### src/rtl/rldi_pkg.sv
// Package for the recent-list block: field widths, the entry layout and the operation codes.
// It depends on nothing; every other file of the block imports it.
`default_nettype none

package rldi_pkg;

  localparam int CAPACITY_DEF = 16;
  localparam int KEY_W        = 64;
  localparam int TIME_W       = 48;
  localparam int TAG_W        = 16;
  localparam int POS_W        = 6;
  localparam int IN_DATA_W    = KEY_W + TIME_W + TAG_W;
  localparam int OUT_DATA_W   = ((IN_DATA_W + POS_W + 7) / 8) * 8;
  localparam int OUT_PAD_W    = OUT_DATA_W - IN_DATA_W - POS_W;

  typedef enum logic {
    OP_CURRENT = 1'b0,
    OP_OLDER   = 1'b1
  } op_t;

  // The key sits in the lowest bits, as on the stream ports.
  typedef struct packed {
    logic [TAG_W-1:0]  tag;
    logic [TIME_W-1:0] stamp;
    logic [KEY_W-1:0]  key;
  } entry_t;

  typedef struct packed {
    logic key_eq;
    logic time_lt;
  } cmp_res_t;

endpackage

`default_nettype wire

### src/rtl/rldi_mem.sv
// Entry store of the recent list: one write port and one registered read port.
// It depends on rldi_pkg for the entry layout.
`default_nettype none

module rldi_mem #(
  parameter int DEPTH = rldi_pkg::CAPACITY_DEF
) (
  input  logic                     clk,
  input  logic                     we,
  input  logic [$clog2(DEPTH)-1:0] waddr,
  input  rldi_pkg::entry_t         wdata,
  input  logic [$clog2(DEPTH)-1:0] raddr,
  output rldi_pkg::entry_t         rdata
);
  import rldi_pkg::*;

  entry_t mem [DEPTH];

  always_ff @(posedge clk) begin
    if (we) begin
      mem[waddr] <= wdata;
    end
    rdata <= mem[raddr];
  end

endmodule

`default_nettype wire

### src/rtl/rldi_cmp.sv
// Shared compare unit: checks a stored entry against the held item for key equality and age.
// It depends on rldi_pkg for the entry layout and the result struct.
`default_nettype none

module rldi_cmp (
  input  rldi_pkg::entry_t   stored,
  input  rldi_pkg::entry_t   item,
  output rldi_pkg::cmp_res_t res
);
  import rldi_pkg::*;

  always_comb begin
    res.key_eq  = (stored.key == item.key);
    res.time_lt = (stored.stamp < item.stamp);
  end

endmodule

`default_nettype wire

### src/rtl/recent_list_dedupe_insert_top.sv
// Top level of the recent list: sequencer, entry store and compare unit.
// It depends on rldi_pkg, rldi_mem and rldi_cmp.
//
//   channel | direction | tdata (low bit up)               | tuser | tlast
//   in_     | slave     | clip_key, clip_time, clip_tag     | op    | -
//   out_    | master    | out_key, out_time, out_tag, pos.  | -     | last
//
// An item is searched by reading each stored entry in turn and is then decided on; each entry moved by
// one place takes a read state and a write state, the item is then written, and each emitted entry passes
// a read, a load and an output state, plus stalls. The single read port of the entry store sets this walk.
// Reset clears the entry count and the control state; the store itself is not cleared.
// The input is ready only while the block is idle; a stall on the output holds the list walk.
`default_nettype none

module recent_list_dedupe_insert_top #(
  parameter int CAPACITY = rldi_pkg::CAPACITY_DEF
) (
  input  logic                            clk,
  input  logic                            rst_n,
  input  logic                            in_tvalid,
  output logic                            in_tready,
  input  logic [rldi_pkg::IN_DATA_W-1:0]  in_tdata,   // clip_key, clip_time, clip_tag
  input  logic [0:0]                      in_tuser,   // op
  output logic                            out_tvalid,
  input  logic                            out_tready,
  output logic [rldi_pkg::OUT_DATA_W-1:0] out_tdata,  // out_key, out_time, out_tag, position
  output logic                            out_tlast
);
  import rldi_pkg::*;

  localparam int IDX_W = $clog2(CAPACITY);
  localparam int CNT_W = $clog2(CAPACITY + 1);
  localparam logic [CNT_W-1:0] CAP_C  = CNT_W'(CAPACITY);
  localparam logic [CNT_W-1:0] CAP_M1 = CNT_W'(CAPACITY - 1);

  typedef enum logic [3:0] {
    S_IDLE,
    S_SRCH,
    S_DECIDE,
    S_SH_RD,
    S_SH_WR,
    S_INS,
    S_EM_RD,
    S_EM_LD,
    S_EM_OUT
  } state_t;

  state_t            state_r;
  logic [CNT_W-1:0]  count_r;
  logic [CNT_W-1:0]  newcnt_r;
  op_t               op_r;
  entry_t            new_r;
  logic [CNT_W-1:0]  scan_r;
  logic              pend_r;
  logic [IDX_W-1:0]  pend_idx_r;
  logic              found_r;
  logic [IDX_W-1:0]  fidx_r;
  logic [TIME_W-1:0] ftime_r;
  logic [CNT_W-1:0]  at_r;
  logic              at_hit_r;
  logic [IDX_W-1:0]  lo_r;
  logic [IDX_W-1:0]  j_r;
  logic [IDX_W-1:0]  e_r;
  logic              out_valid_r;
  entry_t            out_ent_r;
  logic [IDX_W-1:0]  out_pos_r;
  logic              out_last_r;

  logic              mem_we;
  logic [IDX_W-1:0]  mem_waddr;
  entry_t            mem_wdata;
  logic [IDX_W-1:0]  mem_raddr;
  entry_t            mem_rdata;
  cmp_res_t          cmp_res;
  logic [CNT_W-1:0]  top_full;
  logic [CNT_W-1:0]  cnt_inc;

  rldi_mem #(
    .DEPTH(CAPACITY)
  ) u_mem (
    .clk  (clk),
    .we   (mem_we),
    .waddr(mem_waddr),
    .wdata(mem_wdata),
    .raddr(mem_raddr),
    .rdata(mem_rdata)
  );

  rldi_cmp u_cmp (
    .stored(mem_rdata),
    .item  (new_r),
    .res   (cmp_res)
  );

  always_comb begin
    top_full = (count_r == CAP_C) ? CAP_M1 : count_r;
    cnt_inc  = (count_r == CAP_C) ? CAP_C : count_r + CNT_W'(1);
  end

  always_comb begin
    mem_we    = 1'b0;
    mem_waddr = j_r;
    mem_wdata = mem_rdata;
    mem_raddr = '0;
    unique case (state_r)
      S_SRCH: begin
        mem_raddr = scan_r[IDX_W-1:0];
      end
      S_SH_RD: begin
        mem_raddr = j_r - IDX_W'(1);
      end
      S_SH_WR: begin
        mem_we = 1'b1;
      end
      S_INS: begin
        mem_we    = 1'b1;
        mem_waddr = lo_r;
        mem_wdata = new_r;
      end
      S_EM_RD: begin
        mem_raddr = e_r;
      end
      default: begin
        mem_raddr = '0;
      end
    endcase
  end

  always_ff @(posedge clk) begin
    if (!rst_n) begin
      state_r     <= S_IDLE;
      count_r     <= '0;
      out_valid_r <= 1'b0;
    end else begin
      unique case (state_r)
        S_IDLE: begin
          if (in_tvalid) begin
            op_r     <= op_t'(in_tuser[0]);
            new_r    <= entry_t'(in_tdata);
            scan_r   <= '0;
            pend_r   <= 1'b0;
            found_r  <= 1'b0;
            at_r     <= count_r;
            at_hit_r <= 1'b0;
            state_r  <= S_SRCH;
          end
        end
        S_SRCH: begin
          if (pend_r) begin
            if (cmp_res.key_eq && !found_r) begin
              found_r <= 1'b1;
              fidx_r  <= pend_idx_r;
              ftime_r <= mem_rdata.stamp;
            end
            if (!at_hit_r && pend_idx_r != '0 && cmp_res.time_lt) begin
              at_hit_r <= 1'b1;
              at_r     <= CNT_W'(pend_idx_r);
            end
          end
          if (scan_r < count_r) begin
            pend_r     <= 1'b1;
            pend_idx_r <= scan_r[IDX_W-1:0];
            scan_r     <= scan_r + CNT_W'(1);
          end else begin
            pend_r <= 1'b0;
            if (!pend_r) begin
              state_r <= S_DECIDE;
            end
          end
        end
        S_DECIDE: begin
          if (op_r == OP_CURRENT) begin
            if (found_r && fidx_r == '0 && new_r.stamp == '0) begin
              state_r <= S_IDLE;
            end else begin
              if (found_r && new_r.stamp == '0) begin
                new_r.stamp <= ftime_r;
              end
              lo_r     <= '0;
              j_r      <= found_r ? fidx_r : top_full[IDX_W-1:0];
              newcnt_r <= found_r ? count_r : cnt_inc;
              state_r  <= S_SH_RD;
            end
          end else begin
            if (found_r) begin
              state_r <= S_IDLE;
            end else if (at_r == CAP_C) begin
              e_r     <= '0;
              state_r <= S_EM_RD;
            end else begin
              lo_r     <= at_r[IDX_W-1:0];
              j_r      <= top_full[IDX_W-1:0];
              newcnt_r <= cnt_inc;
              state_r  <= S_SH_RD;
            end
          end
        end
        S_SH_RD: begin
          state_r <= (j_r == lo_r) ? S_INS : S_SH_WR;
        end
        S_SH_WR: begin
          j_r     <= j_r - IDX_W'(1);
          state_r <= S_SH_RD;
        end
        S_INS: begin
          count_r <= newcnt_r;
          e_r     <= '0;
          state_r <= S_EM_RD;
        end
        S_EM_RD: begin
          state_r <= S_EM_LD;
        end
        S_EM_LD: begin
          out_ent_r   <= mem_rdata;
          out_pos_r   <= e_r;
          out_last_r  <= (CNT_W'(e_r) + CNT_W'(1) == count_r);
          out_valid_r <= 1'b1;
          state_r     <= S_EM_OUT;
        end
        S_EM_OUT: begin
          if (out_tready) begin
            out_valid_r <= 1'b0;
            if (out_last_r) begin
              state_r <= S_IDLE;
            end else begin
              e_r     <= e_r + IDX_W'(1);
              state_r <= S_EM_RD;
            end
          end
        end
        default: begin
          state_r <= S_IDLE;
        end
      endcase
    end
  end

  assign in_tready  = (state_r == S_IDLE);
  assign out_tvalid = out_valid_r;
  assign out_tdata  = {{OUT_PAD_W{1'b0}}, POS_W'(out_pos_r), out_ent_r};
  assign out_tlast  = out_last_r;

`ifndef ASSERT_OFF
  a_count_bound: assert property (@(posedge clk) disable iff (!rst_n)
    count_r <= CAP_C)
    else $error("entry count exceeds the capacity");

  a_no_overlap: assert property (@(posedge clk) disable iff (!rst_n)
    !(in_tready && out_tvalid))
    else $error("input ready while a result is still shown");

  a_last_ends: assert property (@(posedge clk) disable iff (!rst_n)
    out_tvalid && out_tready && out_tlast |=> in_tready)
    else $error("block not idle after the final entry");

  a_pos_valid: assert property (@(posedge clk) disable iff (!rst_n)
    out_tvalid |-> (CNT_W'(out_pos_r) < count_r))
    else $error("emitted position beyond the list");
`endif

endmodule

`default_nettype wire
### config.mk
export PLATFORM = sky130hd
export DESIGN_NAME = recent_list_dedupe_insert_top
export DESIGN_NICKNAME = d
export VERILOG_FILES = /design/src/rtl/rldi_pkg.sv /design/src/rtl/rldi_mem.sv /design/src/rtl/rldi_cmp.sv /design/src/rtl/recent_list_dedupe_insert_top.sv
export SDC_FILE = /design/constraint.sdc
export NUM_CORES = 2
export LEC_CHECK = 0
export BUFFER_PORTS_ARGS = -buffer_cell sky130_fd_sc_hd__buf_2
export CORE_MARGIN = 2
export CORE_UTILIZATION = 35
export CTS_CLUSTER_DIAMETER = 150
export DETAILED_ROUTE_END_ITERATION = 8
export SLEW_MARGIN = 20
export SYNTH_ARGS = -nofsm -noshare
export SYNTH_HDL_FRONTEND = slang
export SYNTH_HIERARCHICAL = 1
export SYNTH_SLANG_ARGS = --single-unit
### constraint.sdc
create_clock -name clk -period 12.3 [get_ports clk]
set_clock_uncertainty 0.05 [all_clocks]
set_input_delay 1.23 -clock clk [delete_from_list [all_inputs] [get_ports clk]]
set_output_delay 1.23 -clock clk [all_outputs]
set_load 0.005 [all_outputs]
* Yosys cells after proc, flatten, opt, wreduce, memory -nomap -nowiden
Memories as Yosys holds them, arrays and structs flattened. A register that Yosys moved wholly into a read port is not among the register bits.
Index checks and enable logic that the tools add are counted.
W data, S select, Z words.
** Word-level totals
- Memories kept :: 1
- Bits in writable memories :: 2048
- Logic and storage cells :: 161
- Bits in registers :: 358
- Output and inout bits :: 139
** Memory list
- u_mem.mem :: depth 16, width 128, read ports 1, clocked after memory_dff 1, wr ports 1, line rldi_mem.sv:17 : entry_t mem [DEPTH];
** Operators by class
- Reduce and logical (&&, ||, !) cells :: 32
- Mux-type cells :: 63
- Order comparisons :: 2
- Add/subtract/negate cells :: 5
- Equality and inequality tests :: 34
** Operators by type and width (count)
- $mux W48 :: 3
- $mux W128 :: 1
- $mux W112 :: 1
- $pmux W48 S2 :: 1
- $mux W4 :: 22
- $eq A64 B64 Y1 :: 1
- $mux W5 :: 11
- $logic_not A48 Y1 :: 1
- $lt A48 B48 Y1 :: 1
- $ne A2 B2 Y1 const B :: 18
- $pmux W4 S9 :: 1
- $pmux W4 S3 :: 2
- $pmux W5 S2 :: 2
- $reduce_and A5 Y1 :: 4
- $eq A4 B3 Y1 const B :: 4
- $reduce_and A4 Y1 :: 3
- $mux W1 :: 11
- $add A5 B1 Y5 const B :: 2
- $eq A5 B5 Y1 const B :: 2
- $ne A3 B3 Y1 const B :: 3
- $reduce_and A3 Y1 :: 3
- $eq A4 B2 Y1 const B :: 2
- $logic_not A4 Y1 :: 2
- $pmux W1 S2 :: 4
- 20 further kinds :: 31

* Longest topological paths before layout
- Depth in word-level cells :: 6
- Gate-level depth with buffers :: 14
- Mapped depth without buffers :: 12

* Modules after synthesis
Netlist, hierarchy kept.
** Modules (own cells, without submodules)
- rldi_mem :: cells each 3365, sequential area each 64061.4 um2, instances 1, area each 79331.1 um2
- recent_list_dedupe_insert_top :: cells each 1172, sequential area each 10650.2 um2, instances 1, area each 14355.0 um2
- rldi_cmp :: cells each 252, sequential area each 0.0 um2, instances 1, area each 1858.0 um2

* Worst setup path before layout
OpenSTA, ideal clock, no wires.
- Path kind :: register to register
- Start point :: register state_r[1]
- End point :: memory u_mem/mem[0][0] in the netlist's numbering (enable)
- Period minus slack after synthesis :: 11.349 ns
- Setup slack :: 0.951 ns
- Required time :: 11.478 ns
- Arrival :: 10.528 ns
- Cell stages (with the launch flop) :: 10
- Cells stage by stage :: dfxtp_1 -> buf_2 -> nor2_1 -> nand3_1 -> buf_2 -> buf_2 -> nand2_1 -> nand2_1 -> or3b_2 -> nor3_1
** Between the ends
- Elaborated cells between the ends (all ways) :: 7
** RTL lines
- start, declared :: line recent_list_dedupe_insert_top.sv:48 : state_t state_r;
- start signal, assigned :: line recent_list_dedupe_insert_top.sv:199 : state_r <= (j_r == lo_r) ? S_INS : S_SH_WR;
- $eq A4 B3 Y1 :: line recent_list_dedupe_insert_top.sv:105 : unique case (state_r)
- $mux W4 :: line recent_list_dedupe_insert_top.sv:105
- via mem_waddr[2] :: line recent_list_dedupe_insert_top.sv:70 : logic [IDX_W-1:0] mem_waddr;
- end, declared :: line rldi_mem.sv:17
The timed path passes the listed nets, and every way through them passes these cells.

* Worst setup path after layout
- Start point :: register state_r[1]
- End point :: memory u_mem/mem[10][56] in the netlist's numbering (enable)
The elaborated chain is that of the path after synthesis.

==> summary.txt <==
Outcome
  • Status: complete, no violations

Clocking
  • Root Driver: clkbuf_16
  • Clk_lat worst skew: 0.85 ns
  • Clk sinks: 2534
  • Resized cells post-CTS: 0
  • TritonCTS buffer count: 229
  • Hold-fix buffers, CTS: 0
  • TritonCTS clock tree: built
  • Worst-path clk slew: 0.07 ns
  • Clk buf depth: 3
  • Post-CTS setup buffers: 0
  • Number of H-tree levels: 4

Power and ir drop
  • P_sw: 4.75 mW
  • Max rail drop VDD: 156 uV
  • Pwr Density: 180 nW/um^2
  • Share of power burned in registers: 0.538
  • Comb pwr share: 0.100
  • P_int: 14.8 mW
  • Clk pwr share: 0.363
  • Sw Share: 0.243
  • Leak: 34.8 nW

Final layout
  • Area Growth Syn to Fin: 13.8%
  • Layout cell share with drive strength beyond 1: 0.226
  • Fillers: 23995
  • Layout Nets: 5334

Synth
  • Sequential cell area fraction in the yosys report: 0.782
  • Most common library cells after synthesis: edfxtp_1, nand2_1, mux4_2
  • Count leader, synth: edfxtp_1
  • Distinct cells, synth: 63
  • Yosys reg bits: 2534
  • Post-synth EDFFs: 2396
  • Share of the synthesized area in the top cell type: 0.753
  • Post-synthesis cell area: 95500 sq um
  • Synth warn: 6
  • Primary FF master, synth: edfxtp_1
  • Largest area contributor in the netlist: edfxtp_1
  • Post-Syn Instances: 4789
  • Syn avg cell area: 20.0 sq um
  • Post-synth ARST share: 0
  • Synth area leaders: edfxtp_1, mux4_2, dfxtp_1, nand2_1, a22oi_1

Critical path
  • WS Path Type: reg2reg
  • Critical Path RT: 12.69 ns
  • Reg-to-Reg Start: state_r[1]$_SDFFE_PN0P_
  • R2r endpoint: u_mem/mem[10][56]$_DFFE_PP_
  • Worst r2r path cells: 7
  • Data arrival, critical path: 5.87 ns
  • Crit path max-delay family: buffers and inverters
  • Worst-path fanout max: 50
  • Worst path slowest cell: o21ai_0
  • Most used cell, CP: buf_4
  • Crit end category: flop
  • Slowest stage delay, CP: 0.92 ns
  • CP Launch Type: flop
  • Buffers plus inverters on the worst setup path: 3
  • R2r setup slk: 6.82 ns
  • Worst path cell trace: nor3_2, buf_4, o21ai_0, nand2b_1, nor2_4, buf_4, buf_4

Die
  • Area of the die: 277000 sq um
  • Die outline height: 526 um
  • IO Count: 272
  • Starting density of the core: 0.352
  • CORE AREA: 271000 sq um
  • Die X: 526 um
  • Rows: 191

Drt
  • WL final: 242000 um
  • Vias: 47842
  • DRC viols: 0
  • DRT Pass-1 Iters: 5
  • Drt initial violations: 5666
  • Routed wire per std cell: 27.1 um
  • Post-route ant nets: 0
  • Vias per cell: 5.36

Hold path
  • Worst hold endpoint: out_tdata[123]$_DFFE_PP_
  • Hold Crit Class: reg2reg
  • Hold Startpoint: u_mem/rdata[123]$_DFF_P_
  • Hold Path Cell Cnt: 0

Timing
  • Final worst slack: 6.82 ns
  • RSZ-0062 raised after global routing: false
  • Final setup vio count: 0
  • Setup TNS: 0 ns
  • Slew Limit Fails: 0
  • Worst-Margin Slew: 1.16 ns
  • Fin crit period: 5.48 ns
  • Max Clk Rate: 0.183 GHz
  • Final hold vios: 0
  • Relative slew slack: 0.229
  • Period Utilization, post-route: 0.445

Global route
  • Total Routing Usage GR: 0.171
  • Gr ovfl total: 0
  • Largest net degree at the start of global routing: 150
  • Initial antenna violation count: 14
  • Vias in the first global route: 47615
  • First-pass GRT wire length: 346000 um

Place
  • GP Congestion: 0.832
  • HPWL Detailed: 131000 um
  • IO buf count: 267
  • DP Worst Slack: 6.81 ns

Run
  • Max-Cap Viols: 0
-- cell type report --
cell class,instances,area (sq um),area share
multi-input combinational,1960,19700,0.181
clock buffer,331,6480,0.0596
timing repair buffer,357,2180,0.0200
antenna,1,2.50,0.0000230
clock inverter,105,970,0.00892
sequential,2534,74700,0.687
inverter,63,236,0.00218
tap,3570,4470,0.0411
-- flip-flops by register name, summed over array words and instances (netlist names), 5 cells and up --
| register | cells |
|---|---|
| new_r | 128 |
| at_r | 5 |
| u_mem/mem | 2048 |
| out_tdata | 128 |
| count_r | 5 |
| newcnt_r | 5 |
| u_mem/rdata | 128 |
| scan_r | 5 |
| ftime_r | 48 |
-- cell usage in the layout (no fill, tap or decap), types with 33 or more instances in the layout --
cell type / instances
clkbuf_1: 73
xor2_1: 72
nand3_1: 59
clkinv_1: 33
a21oi_1: 57
clkbuf_16: 236
nand2_1: 640
mux2i_1: 88
dfxtp_1: 138
clkinv_2: 39
mux4_2: 476
inv_1: 62
buf_2: 267
ha_1: 56
edfxtp_1: 2396
a22oi_1: 219
buf_4: 76
-- worst max-delay path by stage --
stage / start / to / slack (ns) / depth (start not counted)
after global routing: state_r[1]$_SDFFE_PN0P_ / u_mem/mem[10][56]$_DFFE_PP_ / 6.51 / 7
final: state_r[1]$_SDFFE_PN0P_ / u_mem/mem[10][56]$_DFFE_PP_ / 6.82 / 7
after floorplan: state_r[1]$_SDFFE_PN0P_ / u_mem/mem[0][0]$_DFFE_PP_ / 0.95 / 9
after detailed placement: state_r[1]$_SDFFE_PN0P_ / u_mem/mem[1][53]$_DFFE_PP_ / 6.81 / 7
after global placement: state_r[0]$_SDFFE_PN0P_ / u_mem/mem[1][53]$_DFFE_PP_ / 6.92 / 9
after CTS: state_r[1]$_SDFFE_PN0P_ / u_mem/mem[1][50]$_DFFE_PP_ / 6.79 / 7
-- logic make-up after synthesis --
kind of cell,share of synthesized area
compound gates,0.0291
mux,0.122
other cells,0.0000392
xor+xnor,0.00733
flops,0.782
simple gates,0.0376
buf+inv,0.0149
fa+ha+maj,0.00733
-- stage by stage --
step                area, sq um  hold slack (ns)  utilization  instances  power [mW]
CTS                      109000            0.401        0.401       8920        19.7
finish                   109000            0.398        0.401       8921        19.5
global route             109000            0.416        0.401       8920        20.2
detailed placement       101000            0.380        0.373       8484        12.6
global placement         101000            0.379        0.373       8484        12.6
floorplan                 95600            0.358            -       4792        11.8
-- worst register-to-register path: cells and delay by family, from the launching register on --
family | cells | cell delay, ns
buffers and inverters | 3 | 1.87
and+or+nand+nor | 3 | 1.43
DFF | 1 | 0.75
AOI/OAI and AO/OA | 1 | 0.94
-- layer usage --
| metal | vias up | track usage | wire (um) |
|---|---|---|---|
| met2 | 1952 | 0.253 | 107000 |
| met5 | - | 0 | 0 |
| met3 | 278 | 0.0358 | 19900 |
| met1 | 25623 | 0.260 | 111000 |
| li1 | 19989 | - | - |
| met4 | 0 | 0.0329 | 4070 |
-- power groups by stage --
stage	logic, mW	clock network [mW]	registers (mW)
final	1.95	7.09	10.5
after global placement	1.90	0	10.7
after global routing	2.14	7.56	10.5
after detailed placement	1.96	0	10.7
after CTS	1.97	7.22	10.5
after floorplan	1.33	0	10.5
Note: power is estimated with default switching activity, not from simulation.
